<file path="src/rtl/drbof_pkg.sv">
// Shared types and constants for the directory record byte-order fixer.
// No dependencies; every other file refers to this package by scoped names.
package drbof_pkg;

   localparam int unsigned HEADER_BYTES   = 8;
   localparam int unsigned BUNDLE_BYTES   = 4;
   localparam int unsigned QUEUE_DEPTH    = 4;
   localparam int unsigned CSR_ADDR_WIDTH = 5;
   localparam int unsigned CSR_DATA_WIDTH = 32;

   localparam logic [7:0] CLIENT_ORDER_RESET = 8'd228;
   localparam logic [7:0] SERVER_ORDER_RESET = 8'd228;

   typedef enum logic [2:0] {
      REG_CLIENT_ORDER         = 3'd0,
      REG_SERVER_ORDER         = 3'd1,
      REG_CLIENT_KNOWN         = 3'd2,
      REG_IS_DIRECTORY         = 3'd3,
      REG_NATIVE_LITTLE_ENDIAN = 3'd4
   } reg_index_type;

   typedef enum logic [1:0] {
      STATUS_OK      = 2'd0,
      STATUS_UNKNOWN = 2'd1,
      STATUS_STOPPED = 2'd2
   } status_type;

   typedef struct packed {
      logic [7:0] client_order;
      logic [7:0] server_order;
      logic       client_known;
      logic       is_directory;
      logic       native_little_endian;
   } cfg_type;

   // Up to four result bytes caused by one accepted input byte.
   typedef struct packed {
      logic [BUNDLE_BYTES-1:0][7:0] bytes;
      logic [1:0]                   last_idx;
      status_type                   status;
      logic                         last;
   } bundle_type;

endpackage

</file>
<file path="src/rtl/drbof_csr.sv">
// Configuration registers behind the APB-style port.
// Depends on drbof_pkg for the register map and the cfg_type struct.
module drbof_csr (
   input  logic                                  clock,
   input  logic                                  reset,
   input  logic                                  psel,
   input  logic                                  penable,
   input  logic                                  pwrite,
   input  logic [drbof_pkg::CSR_ADDR_WIDTH-1:0]  paddr,
   input  logic [drbof_pkg::CSR_DATA_WIDTH-1:0]  pwdata,
   output logic [drbof_pkg::CSR_DATA_WIDTH-1:0]  prdata,
   output logic                                  pready,
   output drbof_pkg::cfg_type                    cfg
);

   drbof_pkg::cfg_type       cfg_ff;
   drbof_pkg::cfg_type       cfg_in;
   drbof_pkg::reg_index_type reg_index;
   logic                     wr_en;

   assign pready    = 1'b1;
   assign wr_en     = psel && penable && pwrite;
   assign reg_index = drbof_pkg::reg_index_type'(paddr[4:2]);
   assign cfg       = cfg_ff;

   always_comb begin
      cfg_in = cfg_ff;
      if (wr_en) begin
         case (reg_index)
            drbof_pkg::REG_CLIENT_ORDER:         cfg_in.client_order = pwdata[7:0];
            drbof_pkg::REG_SERVER_ORDER:         cfg_in.server_order = pwdata[7:0];
            drbof_pkg::REG_CLIENT_KNOWN:         cfg_in.client_known = pwdata[0];
            drbof_pkg::REG_IS_DIRECTORY:         cfg_in.is_directory = pwdata[0];
            drbof_pkg::REG_NATIVE_LITTLE_ENDIAN: cfg_in.native_little_endian = pwdata[0];
            default: begin
               cfg_in = cfg_ff;
            end
         endcase
      end
   end

   always_comb begin
      prdata = '0;
      case (reg_index)
         drbof_pkg::REG_CLIENT_ORDER:         prdata[7:0] = cfg_ff.client_order;
         drbof_pkg::REG_SERVER_ORDER:         prdata[7:0] = cfg_ff.server_order;
         drbof_pkg::REG_CLIENT_KNOWN:         prdata[0]   = cfg_ff.client_known;
         drbof_pkg::REG_IS_DIRECTORY:         prdata[0]   = cfg_ff.is_directory;
         drbof_pkg::REG_NATIVE_LITTLE_ENDIAN: prdata[0]   = cfg_ff.native_little_endian;
         default: begin
            prdata = '0;
         end
      endcase
   end

   always_ff @(posedge clock) begin
      if (reset) begin
         cfg_ff.client_order         <= drbof_pkg::CLIENT_ORDER_RESET;
         cfg_ff.server_order         <= drbof_pkg::SERVER_ORDER_RESET;
         cfg_ff.client_known         <= 1'b0;
         cfg_ff.is_directory         <= 1'b0;
         cfg_ff.native_little_endian <= 1'b1;
      end else begin
         cfg_ff <= cfg_in;
      end
   end

endmodule

</file>
<file path="src/rtl/drbof_front.sv">
// Front end: accepts buffer bytes, tracks the record header and builds
// the bundle of result bytes each input byte causes. Depends on drbof_pkg.
module drbof_front (
   input  logic                  clock,
   input  logic                  reset,
   input  drbof_pkg::cfg_type    cfg,
   input  logic                  accept,
   input  logic [7:0]            in_byte,
   input  logic                  in_last,
   output logic                  q_push,
   output drbof_pkg::bundle_type q_data
);

   logic [3:0][7:0] fbuf_ff;
   logic [3:0][7:0] fbuf_in;
   logic [15:0]     offset_ff;
   logic [15:0]     offset_in;
   logic [15:0]     length_ff;
   logic [15:0]     length_in;
   logic            stopped_ff;
   logic            stopped_in;

   drbof_pkg::bundle_type bnd;
   logic [2:0]            n_out;
   logic [15:0]           raw_len;
   logic [15:0]           name_next;
   logic [1:0]            held;
   logic                  in_header;
   logic                  short_len;

   function automatic logic [1:0] held_count(logic [15:0] off, logic stopped);
      logic [1:0] c;
      c = '0;
      if (!stopped && off < 16'(drbof_pkg::HEADER_BYTES)) begin
         if (!off[2]) c = off[1:0];
         else         c = {1'b0, off[0]};
      end
      return c;
   endfunction

   function automatic logic [1:0] held_start(logic [15:0] off);
      return (off[2] && off[1]) ? 2'd2 : 2'd0;
   endfunction

   function automatic logic [3:0][7:0] gather(logic [3:0][7:0] src, logic [1:0] cnt,
                                              logic [1:0] start, logic [7:0] tail);
      logic [3:0][7:0] r;
      logic [1:0]      pos;
      r = '0;
      for (int i = 0; i < 4; i++) begin
         pos = start + 2'(i);
         if (i < int'(cnt)) r[i] = src[pos];
         else if (i == int'(cnt)) r[i] = tail;
      end
      return r;
   endfunction

   function automatic logic [3:0][7:0] long_perm(logic [3:0][7:0] src, logic [7:0] c_ord,
                                                 logic [7:0] s_ord);
      logic [3:0][7:0] r;
      r = '0;
      for (int k = 0; k < 4; k++) begin
         r[c_ord[2*k +: 2]] = src[s_ord[2*k +: 2]];
      end
      return r;
   endfunction

   function automatic logic [1:0][7:0] short_perm(logic [3:0][7:0] src, logic hi,
                                                  logic [7:0] c_ord, logic [7:0] s_ord);
      logic [1:0][7:0] r;
      r = '0;
      for (int k = 0; k < 2; k++) begin
         r[c_ord[2*k]] = src[{hi, s_ord[2*k]}];
      end
      return r;
   endfunction

   assign in_header = offset_ff < 16'(drbof_pkg::HEADER_BYTES);
   assign raw_len   = cfg.native_little_endian ? {in_byte, fbuf_ff[0]} : {fbuf_ff[0], in_byte};
   assign short_len = length_ff < 16'(drbof_pkg::HEADER_BYTES);
   assign name_next = offset_ff + 16'd1;

   always_comb begin
      bnd        = '0;
      n_out      = '0;
      held       = '0;
      fbuf_in    = fbuf_ff;
      offset_in  = offset_ff;
      length_in  = length_ff;
      stopped_in = stopped_ff;
      if (!cfg.is_directory || !cfg.client_known) begin
         held       = held_count(offset_ff, stopped_ff);
         bnd.bytes  = gather(fbuf_ff, held, held_start(offset_ff), in_byte);
         bnd.status = cfg.is_directory ? drbof_pkg::STATUS_UNKNOWN : drbof_pkg::STATUS_OK;
         n_out      = {1'b0, held} + 3'd1;
         fbuf_in    = '0;
         offset_in  = '0;
         length_in  = '0;
         stopped_in = 1'b0;
      end else if (stopped_ff) begin
         bnd.bytes[0] = in_byte;
         bnd.status   = drbof_pkg::STATUS_STOPPED;
         n_out        = 3'd1;
      end else if (in_header) begin
         fbuf_in[offset_ff[1:0]] = in_byte;
         case (offset_ff[2:0])
            3'd3: begin
               bnd.bytes = long_perm(fbuf_in, cfg.client_order, cfg.server_order);
               n_out     = 3'd4;
            end
            3'd5: begin
               length_in      = raw_len;
               bnd.bytes[1:0] = short_perm(fbuf_in, 1'b0, cfg.client_order,
                                           cfg.server_order);
               bnd.status     = (raw_len < 16'(drbof_pkg::HEADER_BYTES)) ?
                                drbof_pkg::STATUS_STOPPED : drbof_pkg::STATUS_OK;
               n_out          = 3'd2;
            end
            3'd7: begin
               bnd.bytes[1:0] = short_perm(fbuf_in, 1'b1, cfg.client_order,
                                           cfg.server_order);
               bnd.status     = short_len ? drbof_pkg::STATUS_STOPPED : drbof_pkg::STATUS_OK;
               n_out          = 3'd2;
            end
            default: begin
               n_out = '0;
            end
         endcase
         if (offset_ff[2:0] == 3'd7) begin
            if (short_len) begin
               stopped_in = 1'b1;
               offset_in  = '0;
            end else if (length_ff == 16'(drbof_pkg::HEADER_BYTES)) begin
               offset_in = '0;
            end else begin
               offset_in = 16'(drbof_pkg::HEADER_BYTES);
            end
         end else begin
            offset_in = name_next;
         end
      end else begin
         bnd.bytes[0] = in_byte;
         n_out        = 3'd1;
         offset_in    = (name_next >= length_ff) ? 16'd0 : name_next;
      end

      if (in_last) begin
         // flush held header bytes when nothing else came out for this byte
         if (n_out == 3'd0) begin
            held       = held_count(offset_in, stopped_in);
            bnd.bytes  = gather(fbuf_in, held, held_start(offset_in), 8'd0);
            bnd.status = stopped_in ? drbof_pkg::STATUS_STOPPED : drbof_pkg::STATUS_OK;
            n_out      = {1'b0, held};
         end
         bnd.last   = 1'b1;
         fbuf_in    = '0;
         offset_in  = '0;
         length_in  = '0;
         stopped_in = 1'b0;
      end
      bnd.last_idx = 2'(n_out - 3'd1);
   end

   assign q_push = accept && (n_out != 3'd0);
   assign q_data = bnd;

   always_ff @(posedge clock) begin
      if (reset) begin
         fbuf_ff    <= '0;
         offset_ff  <= '0;
         length_ff  <= '0;
         stopped_ff <= 1'b0;
      end else if (accept) begin
         fbuf_ff    <= fbuf_in;
         offset_ff  <= offset_in;
         length_ff  <= length_in;
         stopped_ff <= stopped_in;
      end
   end

endmodule

</file>
<file path="src/rtl/drbof_queue.sv">
// Short bundle queue between the front end and the serialiser.
// Depends on drbof_pkg for bundle_type.
module drbof_queue #(
   parameter int unsigned DEPTH = drbof_pkg::QUEUE_DEPTH
) (
   input  logic                  clock,
   input  logic                  reset,
   input  logic                  push,
   input  drbof_pkg::bundle_type push_data,
   input  logic                  pop,
   output drbof_pkg::bundle_type head,
   output logic                  full,
   output logic                  valid
);

   localparam int unsigned PTR_W = (DEPTH > 1) ? $clog2(DEPTH) : 1;
   localparam int unsigned CNT_W = $clog2(DEPTH + 1);

   drbof_pkg::bundle_type entry_ff [DEPTH];
   logic [PTR_W-1:0]      wr_ptr_ff;
   logic [PTR_W-1:0]      wr_ptr_in;
   logic [PTR_W-1:0]      rd_ptr_ff;
   logic [PTR_W-1:0]      rd_ptr_in;
   logic [CNT_W-1:0]      count_ff;
   logic [CNT_W-1:0]      count_in;
   logic                  do_push;
   logic                  do_pop;

   assign full    = count_ff == CNT_W'(DEPTH);
   assign valid   = count_ff != '0;
   assign head    = entry_ff[rd_ptr_ff];
   assign do_push = push && !full;
   assign do_pop  = pop && valid;

   always_comb begin
      wr_ptr_in = wr_ptr_ff;
      rd_ptr_in = rd_ptr_ff;
      count_in  = count_ff;
      if (do_push) begin
         wr_ptr_in = (wr_ptr_ff == PTR_W'(DEPTH - 1)) ? '0 : wr_ptr_ff + PTR_W'(1);
      end
      if (do_pop) begin
         rd_ptr_in = (rd_ptr_ff == PTR_W'(DEPTH - 1)) ? '0 : rd_ptr_ff + PTR_W'(1);
      end
      if (do_push && !do_pop) count_in = count_ff + CNT_W'(1);
      else if (!do_push && do_pop) count_in = count_ff - CNT_W'(1);
   end

   always_ff @(posedge clock) begin
      if (do_push) begin
         entry_ff[wr_ptr_ff] <= push_data;
      end
   end

   always_ff @(posedge clock) begin
      if (reset) begin
         wr_ptr_ff <= '0;
         rd_ptr_ff <= '0;
         count_ff  <= '0;
      end else begin
         wr_ptr_ff <= wr_ptr_in;
         rd_ptr_ff <= rd_ptr_in;
         count_ff  <= count_in;
      end
   end

`ifndef SYNTHESIS
   a_no_push_when_full: assert property (@(posedge clock) disable iff (reset)
      !(push && full))
      else $error("bundle pushed into a full queue");

   a_no_pop_when_empty: assert property (@(posedge clock) disable iff (reset)
      !(pop && !valid))
      else $error("bundle popped from an empty queue");

   a_count_tracks: assert property (@(posedge clock) disable iff (reset)
      (do_push && !do_pop) |=> (count_ff == $past(count_ff) + CNT_W'(1)))
      else $error("queue fill count did not advance on a lone push");

   a_count_bound: assert property (@(posedge clock) disable iff (reset)
      count_ff <= CNT_W'(DEPTH))
      else $error("queue fill count beyond depth");
`endif

endmodule

</file>
<file path="src/rtl/drbof_back.sv">
// Back end: takes bundles from the queue and gives out one result byte per
// transfer from a registered output stage. Depends on drbof_pkg.
module drbof_back (
   input  logic                  clock,
   input  logic                  reset,
   input  drbof_pkg::bundle_type q_head,
   input  logic                  q_valid,
   output logic                  q_pop,
   input  logic                  pop,
   output logic                  empty,
   output logic [7:0]            out_byte,
   output logic                  out_last,
   output logic [1:0]            status
);

   drbof_pkg::bundle_type cur_ff;
   drbof_pkg::bundle_type cur_in;
   logic                  valid_ff;
   logic                  valid_in;
   logic [1:0]            idx_ff;
   logic [1:0]            idx_in;
   logic                  xfer;
   logic                  done;
   logic                  load;

   assign xfer  = pop && valid_ff;
   assign done  = xfer && (idx_ff == cur_ff.last_idx);
   assign load  = (!valid_ff || done) && q_valid;
   assign q_pop = load;

   always_comb begin
      cur_in   = cur_ff;
      valid_in = valid_ff;
      idx_in   = idx_ff;
      if (load) begin
         cur_in   = q_head;
         valid_in = 1'b1;
         idx_in   = '0;
      end else if (done) begin
         valid_in = 1'b0;
         idx_in   = '0;
      end else if (xfer) begin
         idx_in = idx_ff + 2'd1;
      end
   end

   assign empty    = !valid_ff;
   assign out_byte = cur_ff.bytes[idx_ff];
   assign out_last = cur_ff.last && (idx_ff == cur_ff.last_idx);
   assign status   = cur_ff.status;

   always_ff @(posedge clock) begin
      cur_ff <= cur_in;
   end

   always_ff @(posedge clock) begin
      if (reset) begin
         valid_ff <= 1'b0;
         idx_ff   <= '0;
      end else begin
         valid_ff <= valid_in;
         idx_ff   <= idx_in;
      end
   end

endmodule

</file>
<file path="src/rtl/directory_record_byte_order_fixer_top.sv">
// Top level of the directory record byte-order fixer.
// Depends on drbof_pkg, drbof_csr, drbof_front, drbof_queue and drbof_back.
//
// Takes one buffer byte per cycle whenever full is low; the front end turns
// each byte into a bundle of zero to four result bytes (four when an inode
// completes, two for each short header field, one for a name or passed
// byte) and the back end gives out one result byte per cycle while pop is
// high, so the sustained rate is set by the result side. A queue of
// QUEUE_DEPTH bundles absorbs the four-byte inode bursts; a byte reaches the
// result ports via a queue entry and the back-end output register. Users
// write configuration through the APB-style port while idle; not enforced.
module directory_record_byte_order_fixer_top #(
   parameter int unsigned QUEUE_DEPTH = drbof_pkg::QUEUE_DEPTH
) (
   input  logic                                  clock,
   input  logic                                  reset,
   input  logic                                  push,
   output logic                                  full,
   input  logic [7:0]                            req_in_byte,
   input  logic                                  req_in_last,
   output logic                                  empty,
   input  logic                                  pop,
   output logic [7:0]                            rsp_out_byte,
   output logic                                  rsp_out_last,
   output logic [1:0]                            rsp_status,
   input  logic                                  psel,
   input  logic                                  penable,
   input  logic                                  pwrite,
   input  logic [drbof_pkg::CSR_ADDR_WIDTH-1:0]  paddr,
   input  logic [drbof_pkg::CSR_DATA_WIDTH-1:0]  pwdata,
   output logic [drbof_pkg::CSR_DATA_WIDTH-1:0]  prdata,
   output logic                                  pready
);

   drbof_pkg::cfg_type    cfg;
   drbof_pkg::bundle_type q_data;
   drbof_pkg::bundle_type q_head;
   logic                  accept;
   logic                  q_push;
   logic                  q_pop;
   logic                  q_valid;

   assign accept = push && !full;

   drbof_csr u_csr (
      .clock   (clock),
      .reset   (reset),
      .psel    (psel),
      .penable (penable),
      .pwrite  (pwrite),
      .paddr   (paddr),
      .pwdata  (pwdata),
      .prdata  (prdata),
      .pready  (pready),
      .cfg     (cfg)
   );

   drbof_front u_front (
      .clock   (clock),
      .reset   (reset),
      .cfg     (cfg),
      .accept  (accept),
      .in_byte (req_in_byte),
      .in_last (req_in_last),
      .q_push  (q_push),
      .q_data  (q_data)
   );

   drbof_queue #(
      .DEPTH (QUEUE_DEPTH)
   ) u_queue (
      .clock     (clock),
      .reset     (reset),
      .push      (q_push),
      .push_data (q_data),
      .pop       (q_pop),
      .head      (q_head),
      .full      (full),
      .valid     (q_valid)
   );

   drbof_back u_back (
      .clock    (clock),
      .reset    (reset),
      .q_head   (q_head),
      .q_valid  (q_valid),
      .q_pop    (q_pop),
      .pop      (pop),
      .empty    (empty),
      .out_byte (rsp_out_byte),
      .out_last (rsp_out_last),
      .status   (rsp_status)
   );

endmodule
</file>
<file path="config.mk">
export PLATFORM = sky130hd
export DESIGN_NAME = directory_record_byte_order_fixer_top
export DESIGN_NICKNAME = d
export VERILOG_FILES = /design/src/rtl/drbof_pkg.sv /design/src/rtl/drbof_csr.sv /design/src/rtl/drbof_front.sv /design/src/rtl/drbof_queue.sv /design/src/rtl/drbof_back.sv /design/src/rtl/directory_record_byte_order_fixer_top.sv
export SDC_FILE = /design/constraint.sdc
export NUM_CORES = 1
export LEC_CHECK = 0
export BUFFER_PORTS_ARGS = -buffer_cell sky130_fd_sc_hd__clkbuf_2
export CORE_MARGIN = 10
export CORE_UTILIZATION = 50
export DETAILED_ROUTE_END_ITERATION = 6
export GPL_TIMING_DRIVEN = 1
export HOLD_SLACK_MARGIN = 0.1
export MAX_ROUTING_LAYER = met4
export PLACE_DENSITY = 0.65
export SYNTH_ARGS = -nofsm -noshare
export SYNTH_HDL_FRONTEND = slang
export SYNTH_SLANG_ARGS = --single-unit
</file>
<file path="constraint.sdc">
create_clock -name clock -period 6.04 [get_ports clock]
set_input_delay 0.604 -clock clock [delete_from_list [all_inputs] [get_ports clock]]
set_output_delay 0.604 -clock clock [all_outputs]
set_load 0.05 [all_outputs]
</file>
==> results of run 1 <==
[metrics by stage]
step                      cells  hold slack [ns]  utilization
after floorplan            1602            0.456            -
after global placement     1972            0.454        0.525
after detailed placement   1972            0.464        0.525
after CTS                  2030            0.235        0.556
after global routing       2033            0.261        0.557
final                      2033            0.248        0.557
[synthesized netlist by cell type (all sizes together) (4+ instances only)]
master,n
nand2,101
o21a,8
o41ai,7
mux4,77
and3,5
a21oi,96
o221ai,9
edfxtp,185
nor2b,8
or2,5
nand2b,6
or3,6
a31oi,6
o2bb2ai,7
o22ai,44
xor2,6
mux2i,95
a221oi,5
a211oi,31
clkbuf,82
mux2,35
nor2,176
a311oi,4
a22o,19
nor4,21
o21ai,89
nand4,10
dfxtp,94
buf,76
xnor2,13
ha,34
a22oi,46
nor3,42
o2111ai,4
and2,11
o211ai,15
inv,36
nand3,22
[cell families after synthesis]
group / Yosys count / synth area share
other cells: 2 / 0.000450
compound gates: 416 / 0.163
buf+inv: 196 / 0.0521
flops: 279 / 0.445
mux: 207 / 0.184
xor+xnor: 19 / 0.00996
simple gates: 425 / 0.118
fa+ha+maj: 35 / 0.0267
[sequential cells by signal, summed over array words and instances, names as in the netlist, 3 cells and up]
register           count
u_front.fbuf_ff       32
u_front.length_ff     16
u_queue.entry_ff     148
u_queue.count_ff       3
u_front.offset_ff     16
u_csr.cfg             19
u_back.cur_ff         35
[metal layers]
metal  vias to the layer above  routed length, um  track usage
met5                         -                  0            -
met4                         0               1750       0.0837
met3                       108               4300       0.0293
met2                       691              22900        0.371
met1                      6504              21600        0.336
li1                       5983                  -            -
[worst max-delay path, stage by stage, from the launching register on]
cell and delay [ns]:
sky130_fd_sc_hd__dfxtp_1 0.51, sky130_fd_sc_hd__nand4_2 0.33, sky130_fd_sc_hd__or4_1 0.69, sky130_fd_sc_hd__xnor2_1 0.21, sky130_fd_sc_hd__ha_1 0.27, sky130_fd_sc_hd__o21ai_0 0.16, sky130_fd_sc_hd__nor2_1 0.09, sky130_fd_sc_hd__or3_1 0.42
sky130_fd_sc_hd__nor4_2 0.39, sky130_fd_sc_hd__o21ai_1 0.30, sky130_fd_sc_hd__nor2_2 0.29, sky130_fd_sc_hd__a21oi_1 0.12, sky130_fd_sc_hd__ha_1 0.19, sky130_fd_sc_hd__a31oi_1 0.30, sky130_fd_sc_hd__ha_1 0.26, sky130_fd_sc_hd__inv_1 0.06
sky130_fd_sc_hd__fa_1 0.37, sky130_fd_sc_hd__xor2_1 0.16, sky130_fd_sc_hd__or3_1 0.30, sky130_fd_sc_hd__a21oi_1 0.14
[report_power, final]
group | total [uW] | internal [uW] | switching, uW
Clock | 1890 | 1090 | 804
Sequential | 2480 | 2350 | 128
Combinational | 1070 | 408 | 664
Total | 5450 | 3850 | 1600
[layout make-up]
type,instances,area share
timing repair buffer,88,0.0318
clock inverter,19,0.0118
sequential,279,0.407
antenna,1,0.000137
multi-input combinational,1127,0.467
clock buffer,39,0.0441
tap,442,0.0303
inverter,38,0.00781
[path summary, 6_finish.rpt]
check | from | to | depth (start not counted) | slack [ns]
max | u_front.offset_ff[9]$_SDFFE_PP0P_ | u_queue.count_ff[2]$_SDFFE_PP0P_ | 19 | 0.38
min | pwdata[6] | u_csr.cfg[9]$_SDFFE_PP1P_ | 3 | 0.25
max reg2reg | u_front.offset_ff[9]$_SDFFE_PP0P_ | u_queue.count_ff[2]$_SDFFE_PP0P_ | 19 | 0.38
min reg2reg | u_csr.cfg[5]$_SDFFE_PP1P_ | u_csr.cfg[5]$_SDFFE_PP1P_ | 2 | 0.48
[placed cells by master (no fill, tap or decap), types with 19 or more instances in the layout]
cell type	count
sky130_fd_sc_hd__a211oi_1	30
sky130_fd_sc_hd__a21oi_1	95
sky130_fd_sc_hd__a22o_1	19
sky130_fd_sc_hd__a22oi_1	46
sky130_fd_sc_hd__buf_4	38
sky130_fd_sc_hd__clkbuf_16	31
sky130_fd_sc_hd__clkbuf_2	46
sky130_fd_sc_hd__conb_1	25
sky130_fd_sc_hd__dfxtp_1	92
sky130_fd_sc_hd__edfxtp_1	185
sky130_fd_sc_hd__ha_1	34
sky130_fd_sc_hd__inv_1	36
sky130_fd_sc_hd__mux2_2	35
sky130_fd_sc_hd__mux2i_1	95
sky130_fd_sc_hd__mux4_2	77
sky130_fd_sc_hd__nand2_1	101
sky130_fd_sc_hd__nand3_1	20
sky130_fd_sc_hd__nor2_1	172
sky130_fd_sc_hd__nor3_1	41
sky130_fd_sc_hd__o21ai_0	84
sky130_fd_sc_hd__o22ai_1	44
[what timing repair did]
action                     4_1_cts  5_1_grt
buffers inserted                 0        2
resized for setup                0        5
setup endpoints to repair        0        1
==> tab_implementation.tex, run 1 <==
\begin{tabular}{lr}
\hline
Metric & Value \\
\hline
\multicolumn{2}{l}{\textbf{Outcome}} \\
\quad Outcome & completed \\
\multicolumn{2}{l}{\textbf{Route}} \\
\quad Iter 0 DRT Violations & 1602 \\
\quad Number of DRC violations after detailed routing & 0 \\
\quad Via count normalized by instance count & 6.54 \\
\quad Via count & 13300 \\
\quad Total routed wirelength & 50.6 mm \\
\quad Detailed-routing iteration count for the pre-antenna-repair pass & 6 \\
\quad Antenna Nets Post-Route & 0 \\
\quad Routed WL per cell & 24.9 um \\
\multicolumn{2}{l}{\textbf{Layout}} \\
\quad Layout overhead on the synthesized area & 9.40\% \\
\quad Area occupied by multi-input gates & 8530 um\^{}2 \\
\quad Number of fill cells & 2870 \\
\quad Fraction of final layout cells sized beyond drive strength 1 & 0.174 \\
\quad Post-route design area & 18300 um\^{}2 \\
\quad Total area of sequential cells & 7440 um\^{}2 \\
\quad Fin nets & 1653 \\
\multicolumn{2}{l}{\textbf{Logic synthesis}} \\
\quad Async S/R FF share, synth & 0 \\
\quad Post-synthesis cell area & 16700 um\^{}2 \\
\quad Dominant cells by area after synthesis & sky130\_fd\_sc\_hd\_\_edfxtp\_1 33\%, sky130\_fd\_sc\_hd\_\_dfxtp\_1 11\%, sky130\_fd\_sc\_hd\_\_mux4\_2 10\% \\
\quad Count of unique library cells instantiated by Yosys & 79 \\
\quad Number of warnings issued by yosys & 0 \\
\quad Sequential element share of the synthesized area & 0.445 \\
\quad Synthesized area per cell & 10.6 um\^{}2 \\
\quad EDFF count, synth & 185 \\
\quad Synth top area share & 0.333 \\
\quad Most common flop cell mapped by yosys & sky130\_fd\_sc\_hd\_\_edfxtp\_1 \\
\quad Library cell occupying the most area in the post-synthesis netlist & sky130\_fd\_sc\_hd\_\_edfxtp\_1 \\
\quad Synthesized instance count & 1579 \\
\quad Seq cells post-synth & 279 \\
\multicolumn{2}{l}{\textbf{STA}} \\
\quad Fin Setup TNS & 0 ns \\
\quad Post-layout minimum cycle time & 5.66 ns \\
\quad Rel. slew slack & 0.282 \\
\quad Setup repair after global routing missed its margin & no \\
\quad Max-slew violation count & 0 \\
\quad Hold violation count in the final report & 0 \\
\quad Final clock skew & 0.0413 ns \\
\quad Total setup violations reported at the end of the flow & 0 \\
\quad Fmax & 177 MHz \\
\quad Final worst slack & 0.381 ns \\
\quad Measured slew at the worst slew-check pin & 1.08 ns \\
\quad Portion of the clock cycle consumed by the worst path in the final layout & 0.937 \\
\multicolumn{2}{l}{\textbf{Die}} \\
\quad Initial cell density of the core & 0.509 \\
\quad Vertical extent of the die & 203 um \\
\quad Row Count & 66 \\
\quad Core Box Area & 32800 um\^{}2 \\
\quad Top-Level Pins & 99 \\
\quad Die outline area & 41100 um\^{}2 \\
\quad Die extent in x & 203 um \\
\multicolumn{2}{l}{\textbf{CTS}} \\
\quad TritonCTS clock tree & built \\
\quad Maximum level of the CTS H-tree & 1 \\
\quad Max Buffers Root-to-Sink & 3 \\
\quad Inserted Clock Buffers & 31 \\
\quad Root Driver & sky130\_fd\_sc\_hd\_\_clkbuf\_16 \\
\quad Clock input transition at the sequential cells of the worst setup and hold paths & 0.07 ns \\
\quad Clock insertion delay at the later pin of the skew report & 0.60 ns \\
\quad Quantity of hold-fixing buffers added after cts & 0 \\
\quad Num Clock Sinks & 279 \\
\multicolumn{2}{l}{\textbf{Job}} \\
\quad Max-Cap Viols & 0 \\
\multicolumn{2}{l}{\textbf{Global routing}} \\
\quad Combined global-route utilization of all metal layers & 0.245 \\
\quad Largest net degree at the start of global routing & 55 \\
\quad Antenna violations before repair & 1 \\
\quad Vias in the first global route & 12500 \\
\quad First-pass GRT wire length & 76.9 mm \\
\quad Total congestion overflow after global routing & 0 \\
\multicolumn{2}{l}{\textbf{Worst setup path}} \\
\quad Worst endpoint data arrival time & 6.16 ns \\
\quad Kind of capture point of the worst setup path & flip-flop \\
\quad Critical path data required time & 6.54 ns \\
\quad Type of origin of the critical path & flip-flop \\
\quad Critical setup path kind & flip-flop to flip-flop \\
\quad Largest fanout on the critical path & 8 \\
\multicolumn{2}{l}{\textbf{Hold path}} \\
\quad Worst hold-check path type & input pin to flip-flop \\
\multicolumn{2}{l}{\textbf{Placement}} \\
\quad RePlAce Congestion & 0.971 \\
\quad Pre-CTS setup slack & 0.270 ns \\
\quad Dpl cell area & 17200 um\^{}2 \\
\quad Count of buffers inserted at the top-level ports & 47 \\
\quad Placed wire-length estimate after detailed placement & 35.8 mm \\
\multicolumn{2}{l}{\textbf{Pwr}} \\
\quad Power Density & 298 nW/um\^{}2 \\
\quad Max VDD drop & 0.235 mV \\
\quad LEAKAGE & 0.00625 uW \\
\quad Overall power of the completed layout & 5450 uW \\
\hline
\end{tabular}
No activity file was read; power rests on OpenSTA's default activity.
==> inputs of run 2 (changes only) <==
clock period = 6.8 ns   (was 6.04 ns; I/O delays follow)
==> tab_implementation.tex, run 2 (synthesized netlist as in run 1, its figures left out) <==
\begin{tabular}{lr}
\hline
Metric & Value \\
\hline
\multicolumn{2}{l}{\textbf{Die}} \\
\quad Initial cell density of the core & 0.509 (unchanged) \\
\quad Die extent in x & 203 um (unchanged) \\
\quad Core Box Area & 32800 um\^{}2 (unchanged) \\
\quad Row Count & 66 (unchanged) \\
\quad Top-Level Pins & 99 (unchanged) \\
\quad Vertical extent of the die & 203 um (unchanged) \\
\quad Die outline area & 41100 um\^{}2 (unchanged) \\
\multicolumn{2}{l}{\textbf{STA}} \\
\quad Portion of the clock cycle consumed by the worst path in the final layout & 0.860 (was 0.937) \\
\quad Setup repair after global routing missed its margin & no (unchanged) \\
\quad Rel. slew slack & 0.190 (was 0.282) \\
\quad Post-layout minimum cycle time & 5.85 ns (was 5.66 ns) \\
\quad Max-slew violation count & 0 (unchanged) \\
\quad Measured slew at the worst slew-check pin & 1.20 ns (was 1.08 ns) \\
\quad Fmax & 171 MHz (was 177 MHz) \\
\quad Final clock skew & 0.0313 ns (was 0.0413 ns) \\
\quad Final worst slack & 0.953 ns (was 0.381 ns) \\
\quad Total setup violations reported at the end of the flow & 0 (unchanged) \\
\quad Hold violation count in the final report & 0 (unchanged) \\
\quad Fin Setup TNS & 0 ns (unchanged) \\
\multicolumn{2}{l}{\textbf{Route}} \\
\quad Detailed-routing iteration count for the pre-antenna-repair pass & 7 (was 6) \\
\quad Antenna Nets Post-Route & 0 (unchanged) \\
\quad Via count & 13200 (was 13300) \\
\quad Routed WL per cell & 24.7 um (was 24.9 um) \\
\quad Number of DRC violations after detailed routing & 2 (was 0) \\
\quad Via count normalized by instance count & 6.51 (was 6.54) \\
\quad Total routed wirelength & 50.0 mm (was 50.6 mm) \\
\quad Iter 0 DRT Violations & 1436 (was 1602) \\
\multicolumn{2}{l}{\textbf{CTS}} \\
\quad Root Driver & sky130\_fd\_sc\_hd\_\_clkbuf\_16 (unchanged) \\
\quad Inserted Clock Buffers & 30 (was 31) \\
\quad \# resized after CTS & 0 (unchanged) \\
\quad Maximum level of the CTS H-tree & 1 (unchanged) \\
\quad Clock input transition at the sequential cells of the worst setup and hold paths & 0.06 ns (was 0.07 ns) \\
\quad Num Clock Sinks & 279 (unchanged) \\
\quad Max Buffers Root-to-Sink & 3 (unchanged) \\
\quad Quantity of hold-fixing buffers added after cts & 0 (unchanged) \\
\quad Clock insertion delay at the later pin of the skew report & 0.60 ns (about the same) \\
\quad Setup Fix Bufs, Post-CTS & 0 (unchanged) \\
\quad TritonCTS clock tree & built (unchanged) \\
\multicolumn{2}{l}{\textbf{Placement}} \\
\quad Pre-CTS setup slack & 1.02 ns (was 0.270 ns) \\
\quad Count of buffers inserted at the top-level ports & 47 (unchanged) \\
\quad Placed wire-length estimate after detailed placement & 35.5 mm (was 35.8 mm) \\
\quad RePlAce Congestion & 1.05 (was 0.971) \\
\multicolumn{2}{l}{\textbf{Worst setup path}} \\
\quad Biggest cell delay along the critical path & 0.64 ns (was 0.69 ns) \\
\quad Critical setup path kind & flip-flop to flip-flop (unchanged) \\
\quad Launching point of the worst reg2reg path & u\_front.offset\_ff[1]\$\_SDFFE\_PP0P\_ (was u\_front.offset\_ff[9]\$\_SDFFE\_PP0P\_) \\
\quad Largest fanout on the critical path & 10 (was 8) \\
\quad Worst setup startpoint & u\_front.offset\_ff[1]\$\_SDFFE\_PP0P\_ (was u\_front.offset\_ff[9]\$\_SDFFE\_PP0P\_) \\
\quad Kind of capture point of the worst setup path & flip-flop (unchanged) \\
\quad Cell-by-cell listing of the critical path & ha\_1 > nand3\_2 > or4\_1 > xnor2\_1 > ha\_1 > o21ai\_0 > nor2\_1 > or3\_1 > nor4\_1 > o21ai\_1 > nor2\_1 > a21oi\_1 > ha\_1 > a31oi\_1 > buf\_4 > ha\_1 > inv\_1 > fa\_1 > xor2\_1 > or3\_1 > a21oi\_1 (was nand4\_2 > or4\_1 > xnor2\_1 > ha\_1 > o21ai\_0 > nor2\_1 > or3\_1 > nor4\_2 > o21ai\_1 > nor2\_2 > a21oi\_1 > ha\_1 > a31oi\_1 > ha\_1 > inv\_1 > fa\_1 > xor2\_1 > or3\_1 > a21oi\_1) \\
\quad Worst endpoint data arrival time & 6.35 ns (was 6.16 ns) \\
\quad Cell occurring most often along the worst timing path & sky130\_fd\_sc\_hd\_\_ha\_1 (unchanged) \\
\quad Kind of cell adding the most delay to the critical path & simple AND/OR/NAND/NOR gates (unchanged) \\
\quad Highest-delay cell along the critical path & sky130\_fd\_sc\_hd\_\_or4\_1 (unchanged) \\
\quad Critical path data required time & 7.31 ns (was 6.54 ns) \\
\quad Type of origin of the critical path & flip-flop (unchanged) \\
\quad Buffers plus inverters on the worst setup path & 2 (was 1) \\
\multicolumn{2}{l}{\textbf{Layout}} \\
\quad Number of flip-flops under the largest register name & 148 (unchanged) \\
\quad Antenna fix cells & 0 (was 1) \\
\quad Total area of sequential cells & 7440 um\^{}2 (unchanged) \\
\quad Area occupied by multi-input gates & 8510 um\^{}2 (was 8530 um\^{}2) \\
\quad Fraction of final layout cells sized beyond drive strength 1 & 0.169 (was 0.174) \\
\quad Highest-count cells in the layout ignoring fill and taps & 185 x sky130\_fd\_sc\_hd\_\_edfxtp\_1, 174 x sky130\_fd\_sc\_hd\_\_nor2\_1, 101 x sky130\_fd\_sc\_hd\_\_nand2\_1, 95 x sky130\_fd\_sc\_hd\_\_mux2i\_1, 95 x sky130\_fd\_sc\_hd\_\_a21oi\_1 (was 185 x sky130\_fd\_sc\_hd\_\_edfxtp\_1, 172 x sky130\_fd\_sc\_hd\_\_nor2\_1, 101 x sky130\_fd\_sc\_hd\_\_nand2\_1, 95 x sky130\_fd\_sc\_hd\_\_mux2i\_1, 95 x sky130\_fd\_sc\_hd\_\_a21oi\_1) \\
\quad Fin nets & 1646 (was 1653) \\
\quad Register with the most flip-flops & u\_queue.entry\_ff (unchanged) \\
\quad Number of fill cells & 2825 (was 2870) \\
\quad Largest registers & u\_queue.entry\_ff x148, u\_back.cur\_ff x35, u\_front.fbuf\_ff x32 (unchanged) \\
\quad Most common cell after layout, fill and taps aside & sky130\_fd\_sc\_hd\_\_edfxtp\_1 (unchanged) \\
\quad Layout overhead on the synthesized area & 8.63\% (was 9.40\%) \\
\multicolumn{2}{l}{\textbf{Global routing}} \\
\quad Met3 usage in global routing & 0.0393 (was 0.0293) \\
\quad Antenna violations before repair & 0 (was 1) \\
\quad Met2 track demand over resource & 0.372 (was 0.371) \\
\quad Combined global-route utilization of all metal layers & 0.244 (was 0.245) \\
\quad Busiest metal layer after global routing & met2 (unchanged) \\
\quad Vias in the first global route & 12700 (was 12500) \\
\quad First-pass GRT wire length & 77.4 mm (was 76.9 mm) \\
\quad Total congestion overflow after global routing & 0 (unchanged) \\
\quad Largest net degree at the start of global routing & 57 (was 55) \\
\quad Met1 usage in global routing & 0.330 (was 0.336) \\
\multicolumn{2}{l}{\textbf{Pwr}} \\
\quad Power Density & 264 nW/um\^{}2 (was 298 nW/um\^{}2) \\
\quad LEAKAGE & 0.00620 uW (was 0.00625 uW) \\
\quad Max VDD drop & 0.197 mV (was 0.235 mV) \\
\multicolumn{2}{l}{\textbf{Outcome}} \\
\quad Outcome & finished with violations (was completed) \\
\quad Violated checks & DRC \\
\multicolumn{2}{l}{\textbf{Job}} \\
\quad Max-Cap Viols & 0 (unchanged) \\
\multicolumn{2}{l}{\textbf{Hold path}} \\
\quad Hold\_sp & pwdata[6] (unchanged) \\
\quad Worst hold-check path type & input pin to flip-flop (unchanged) \\
\hline
\end{tabular}
[run 2: cell types whose count changed in the layout (fill, tap and decap cells not counted), moves of 2 or more]
cell,before,now
sky130_fd_sc_hd__nor2_2,3,1
sky130_fd_sc_hd__clkinvlp_4,1,3
sky130_fd_sc_hd__buf_4,38,35
sky130_fd_sc_hd__nor2_1,172,174
sky130_fd_sc_hd__inv_8,2,0
sky130_fd_sc_hd__clkinv_2,1,5
sky130_fd_sc_hd__clkbuf_8,0,2
sky130_fd_sc_hd__buf_12,3,0
sky130_fd_sc_hd__clkinv_1,7,2
sky130_fd_sc_hd__clkinv_4,3,1
[run 2: per-stage QoR]
stage	utilization	cell area (um^2)	hold slack [ns]	cells	total power, uW
finish	0.553	18100	0.316	2024	4790
global route	0.553	18100	0.347	2024	4980
CTS	0.553	18100	0.312	2024	4840
detailed placement	0.523	17100	0.480	1968	3200
global placement	0.523	17100	0.466	1968	3180
floorplan	-	16800	0.456	1602	2970
[run 2: area by class of cell]
type,count,area share
inverter,38,0.00786
timing repair buffer,82,0.0274
multi-input combinational,1127,0.469
sequential,279,0.410
clock buffer,42,0.0461
tap,442,0.0305
clock inverter,14,0.00903
[run 2: routing by layer]
| metal | routed length (um) | vias up | share of wire |
|---|---|---|---|
| met5 | 0 | - | 0 |
| met4 | 1710 | 0 | 0.034 |
| met3 | 4200 | 129 | 0.084 |
| met2 | 22700 | 665 | 0.45 |
| met1 | 21400 | 6414 | 0.43 |
| li1 | - | 5970 | - |
[run 2: final timing paths]
kind,to,slack [ns],cells past startpoint
worst max register to register,u_queue.count_ff[2]$_SDFFE_PP0P_,0.95,21
worst min-delay path,u_csr.cfg[9]$_SDFFE_PP1P_,0.32,3
worst min register to register,u_front.length_ff[3]$_SDFFE_PP0P_,0.49,2
worst max-delay path,u_queue.count_ff[2]$_SDFFE_PP0P_,0.95,21
[run 2: power breakdown]
part	switching, uW	total [uW]	internal, uW
logic	571	929	358
clock network	702	1650	944
registers	129	2220	2090
total	1400	4790	3390
[run 2: worst min-delay path, delay by kind of cell]
kind / cells / cell delay (ns)
buf+inv: 1 / 0.09
mux: 1 / 0.06
simple gates: 1 / 0.06
==> inputs of run 3 (changes only) <==
CORE_ASPECT_RATIO = 1.25   (was default)
==> tab_implementation.tex, run 3 (synthesized netlist as in run 1, its figures left out) <==
\begin{tabular}{lr}
\hline
Metric & Value \\
\hline
\multicolumn{2}{l}{\textbf{Die}} \\
\quad Die outline area & 41200 um\^{}2 (was 41100 um\^{}2) \\
\quad Initial cell density of the core & 0.508 (was 0.509) \\
\quad Core Box Area & 32900 um\^{}2 (was 32800 um\^{}2) \\
\quad Top-Level Pins & 99 (unchanged) \\
\quad Row Count & 74 (was 66) \\
\quad Vertical extent of the die & 224 um (was 203 um) \\
\quad Die extent in x & 183 um (was 203 um) \\
\multicolumn{2}{l}{\textbf{CTS}} \\
\quad Maximum level of the CTS H-tree & 1 (unchanged) \\
\quad Quantity of hold-fixing buffers added after cts & 0 (unchanged) \\
\quad Setup Fix Bufs, Post-CTS & 0 (unchanged) \\
\quad Num Clock Sinks & 279 (unchanged) \\
\quad \# resized after CTS & 0 (unchanged) \\
\quad Clock insertion delay at the later pin of the skew report & 0.57 ns (was 0.60 ns) \\
\quad Clock input transition at the sequential cells of the worst setup and hold paths & 0.07 ns (was 0.06 ns) \\
\quad Max Buffers Root-to-Sink & 3 (unchanged) \\
\quad Inserted Clock Buffers & 29 (was 30) \\
\quad Root Driver & sky130\_fd\_sc\_hd\_\_clkbuf\_16 (unchanged) \\
\quad TritonCTS clock tree & built (unchanged) \\
\multicolumn{2}{l}{\textbf{Pwr}} \\
\quad Part of the total power dissipated in sequential elements & 0.468 (was 0.463) \\
\quad Combinational Power Share & 0.199 (was 0.194) \\
\quad Max VDD drop & 0.186 mV (was 0.197 mV) \\
\quad Design internal power & 3330 uW (was 3390 uW) \\
\quad LEAKAGE & 0.00615 uW (was 0.00620 uW) \\
\quad Switching power total & 1380 uW (was 1400 uW) \\
\quad Switching share of total power & 0.292 (about the same) \\
\quad Power Density & 261 nW/um\^{}2 (was 264 nW/um\^{}2) \\
\quad Clock power share & 0.333 (was 0.343) \\
\multicolumn{2}{l}{\textbf{STA}} \\
\quad Portion of the clock cycle consumed by the worst path in the final layout & 0.884 (was 0.860) \\
\quad Max-slew violation count & 0 (unchanged) \\
\quad Final worst hold slack & 0.352 ns (was 0.316 ns) \\
\quad Hold violation count in the final report & 0 (unchanged) \\
\quad Post-layout minimum cycle time & 6.01 ns (was 5.85 ns) \\
\quad Total setup violations reported at the end of the flow & 0 (unchanged) \\
\quad Measured slew at the worst slew-check pin & 1.20 ns (about the same) \\
\quad Fin Setup TNS & 0 ns (unchanged) \\
\quad Setup repair after global routing missed its margin & no (unchanged) \\
\quad Final worst slack & 0.789 ns (was 0.953 ns) \\
\quad Final clock skew & 0.0184 ns (was 0.0313 ns) \\
\quad Rel. slew slack & 0.192 (was 0.190) \\
\quad Fmax & 166 MHz (was 171 MHz) \\
\multicolumn{2}{l}{\textbf{Layout}} \\
\quad Largest registers & u\_queue.entry\_ff x148, u\_back.cur\_ff x35, u\_front.fbuf\_ff x32 (unchanged) \\
\quad Register with the most flip-flops & u\_queue.entry\_ff (unchanged) \\
\quad Fraction of final layout cells sized beyond drive strength 1 & 0.168 (was 0.169) \\
\quad Number of flip-flops under the largest register name & 148 (unchanged) \\
\quad Fin nets & 1640 (was 1646) \\
\quad Most common cell after layout, fill and taps aside & sky130\_fd\_sc\_hd\_\_edfxtp\_1 (unchanged) \\
\quad Highest-count cells in the layout ignoring fill and taps & 185 x sky130\_fd\_sc\_hd\_\_edfxtp\_1, 173 x sky130\_fd\_sc\_hd\_\_nor2\_1, 101 x sky130\_fd\_sc\_hd\_\_nand2\_1, 95 x sky130\_fd\_sc\_hd\_\_mux2i\_1, 95 x sky130\_fd\_sc\_hd\_\_a21oi\_1 (was 185 x sky130\_fd\_sc\_hd\_\_edfxtp\_1, 174 x sky130\_fd\_sc\_hd\_\_nor2\_1, 101 x sky130\_fd\_sc\_hd\_\_nand2\_1, 95 x sky130\_fd\_sc\_hd\_\_mux2i\_1, 95 x sky130\_fd\_sc\_hd\_\_a21oi\_1) \\
\quad Layout overhead on the synthesized area & 7.97\% (was 8.63\%) \\
\multicolumn{2}{l}{\textbf{Global routing}} \\
\quad Antenna violations before repair & 3 (was 0) \\
\quad First-pass GRT wire length & 78.4 mm (was 77.4 mm) \\
\quad Vias in the first global route & 12700 (about the same) \\
\quad Combined global-route utilization of all metal layers & 0.252 (was 0.244) \\
\quad Largest net degree at the start of global routing & 55 (was 57) \\
\quad Total congestion overflow after global routing & 0 (unchanged) \\
\multicolumn{2}{l}{\textbf{Route}} \\
\quad Via count & 13000 (was 13200) \\
\quad Antenna Nets Post-Route & 0 (unchanged) \\
\quad Via count normalized by instance count & 6.53 (was 6.51) \\
\quad Total routed wirelength & 51.1 mm (was 50.0 mm) \\
\quad Detailed-routing iteration count for the pre-antenna-repair pass & 6 (was 7) \\
\quad Number of DRC violations after detailed routing & 0 (was 2) \\
\quad Iter 0 DRT Violations & 1188 (was 1436) \\
\quad Routed WL per cell & 25.6 um (was 24.7 um) \\
\multicolumn{2}{l}{\textbf{Outcome}} \\
\quad Outcome & completed (was finished with violations) \\
\multicolumn{2}{l}{\textbf{Placement}} \\
\quad Count of buffers inserted at the top-level ports & 47 (unchanged) \\
\quad Pre-CTS setup slack & 0.928 ns (was 1.02 ns) \\
\quad Placed wire-length estimate after detailed placement & 36.3 mm (was 35.5 mm) \\
\quad RePlAce Congestion & 0.967 (was 1.05) \\
\multicolumn{2}{l}{\textbf{Job}} \\
\quad Max-Cap Viols & 0 (unchanged) \\
\multicolumn{2}{l}{\textbf{Worst setup path}} \\
\quad Type of origin of the critical path & flip-flop (unchanged) \\
\quad Largest fanout on the critical path & 13 (was 10) \\
\quad Critical path data required time & 7.29 ns (was 7.31 ns) \\
\quad Worst endpoint data arrival time & 6.50 ns (was 6.35 ns) \\
\quad Critical setup path kind & flip-flop to flip-flop (unchanged) \\
\quad Kind of capture point of the worst setup path & flip-flop (unchanged) \\
\multicolumn{2}{l}{\textbf{Hold path}} \\
\quad Worst hold-check path type & input pin to flip-flop (unchanged) \\
\hline
\end{tabular}
[run 3: per-layer routing]
metal | share of wire | global-route usage | vias to the layer above
met1 | 0.41 | 0.321 | 6392
met4 | 0.045 | 0.118 | 0
met2 | 0.48 | 0.392 | 544
met3 | 0.066 | 0.0363 | 122
met5 | 0 | - | -
li1 | - | - | 5962
[run 3: area by class of cell]
type	count	area (um^2)
antenna	3	7.51
clock buffer	36	803
clock inverter	17	145
fill	2864	14800
inverter	38	143
multi-input combinational	1127	8510
sequential	279	7440
tap	418	523
timing repair buffer	77	460
[run 3: final timing paths]
kind	startpoint	endpoint	slack (ns)	cells past startpoint
max	u_front.offset_ff[0]$_SDFFE_PP0P_	u_queue.count_ff[2]$_SDFFE_PP0P_	0.79	21
min reg2reg	u_front.fbuf_ff[27]$_SDFFE_PP0P_	u_front.fbuf_ff[27]$_SDFFE_PP0P_	0.49	2
max reg2reg	u_front.offset_ff[0]$_SDFFE_PP0P_	u_queue.count_ff[2]$_SDFFE_PP0P_	0.79	21
min	pwdata[5]	u_csr.cfg[8]$_SDFFE_PP1P_	0.35	3
[run 3: worst max-delay path: stages, from the launching register on]
cell and delay [ns]:
sky130_fd_sc_hd__dfxtp_1 0.62, sky130_fd_sc_hd__ha_1 0.28, sky130_fd_sc_hd__nand3_2 0.24, sky130_fd_sc_hd__or4_1 0.63, sky130_fd_sc_hd__xnor2_1 0.17, sky130_fd_sc_hd__ha_1 0.30
sky130_fd_sc_hd__o21ai_0 0.17, sky130_fd_sc_hd__nor2_1 0.08, sky130_fd_sc_hd__or3_1 0.43, sky130_fd_sc_hd__nor4_1 0.46, sky130_fd_sc_hd__o21ai_1 0.35, sky130_fd_sc_hd__nor2_1 0.39
sky130_fd_sc_hd__a21oi_1 0.12, sky130_fd_sc_hd__ha_1 0.19, sky130_fd_sc_hd__a31oi_1 0.12, sky130_fd_sc_hd__buf_4 0.17, sky130_fd_sc_hd__ha_1 0.18, sky130_fd_sc_hd__inv_1 0.06
sky130_fd_sc_hd__fa_1 0.37, sky130_fd_sc_hd__xor2_1 0.16, sky130_fd_sc_hd__or3_1 0.30, sky130_fd_sc_hd__a21oi_1 0.13
[run 3: per-stage QoR]
step                total power [uW]  std cells   util  cell area (um^2)
finish                          4710       1995  0.549             18000
global route                    4910       1995  0.549             18000
CTS                             4760       1992  0.548             18000
detailed placement              3200       1939  0.520             17100
global placement                3180       1939  0.520             17100
floorplan                       2970       1602      -             16800
[run 3: power groups by stage]
stage | clock network (uW) | logic, uW | registers, uW
6_report | 1570 | 937 | 2200
5_1_grt | 1670 | 1010 | 2230
4_1_cts | 1600 | 958 | 2210
3_5_place_dp | 0 | 955 | 2240
3_3_place_gp | 0 | 944 | 2230
2_1_floorplan | 0 | 792 | 2170
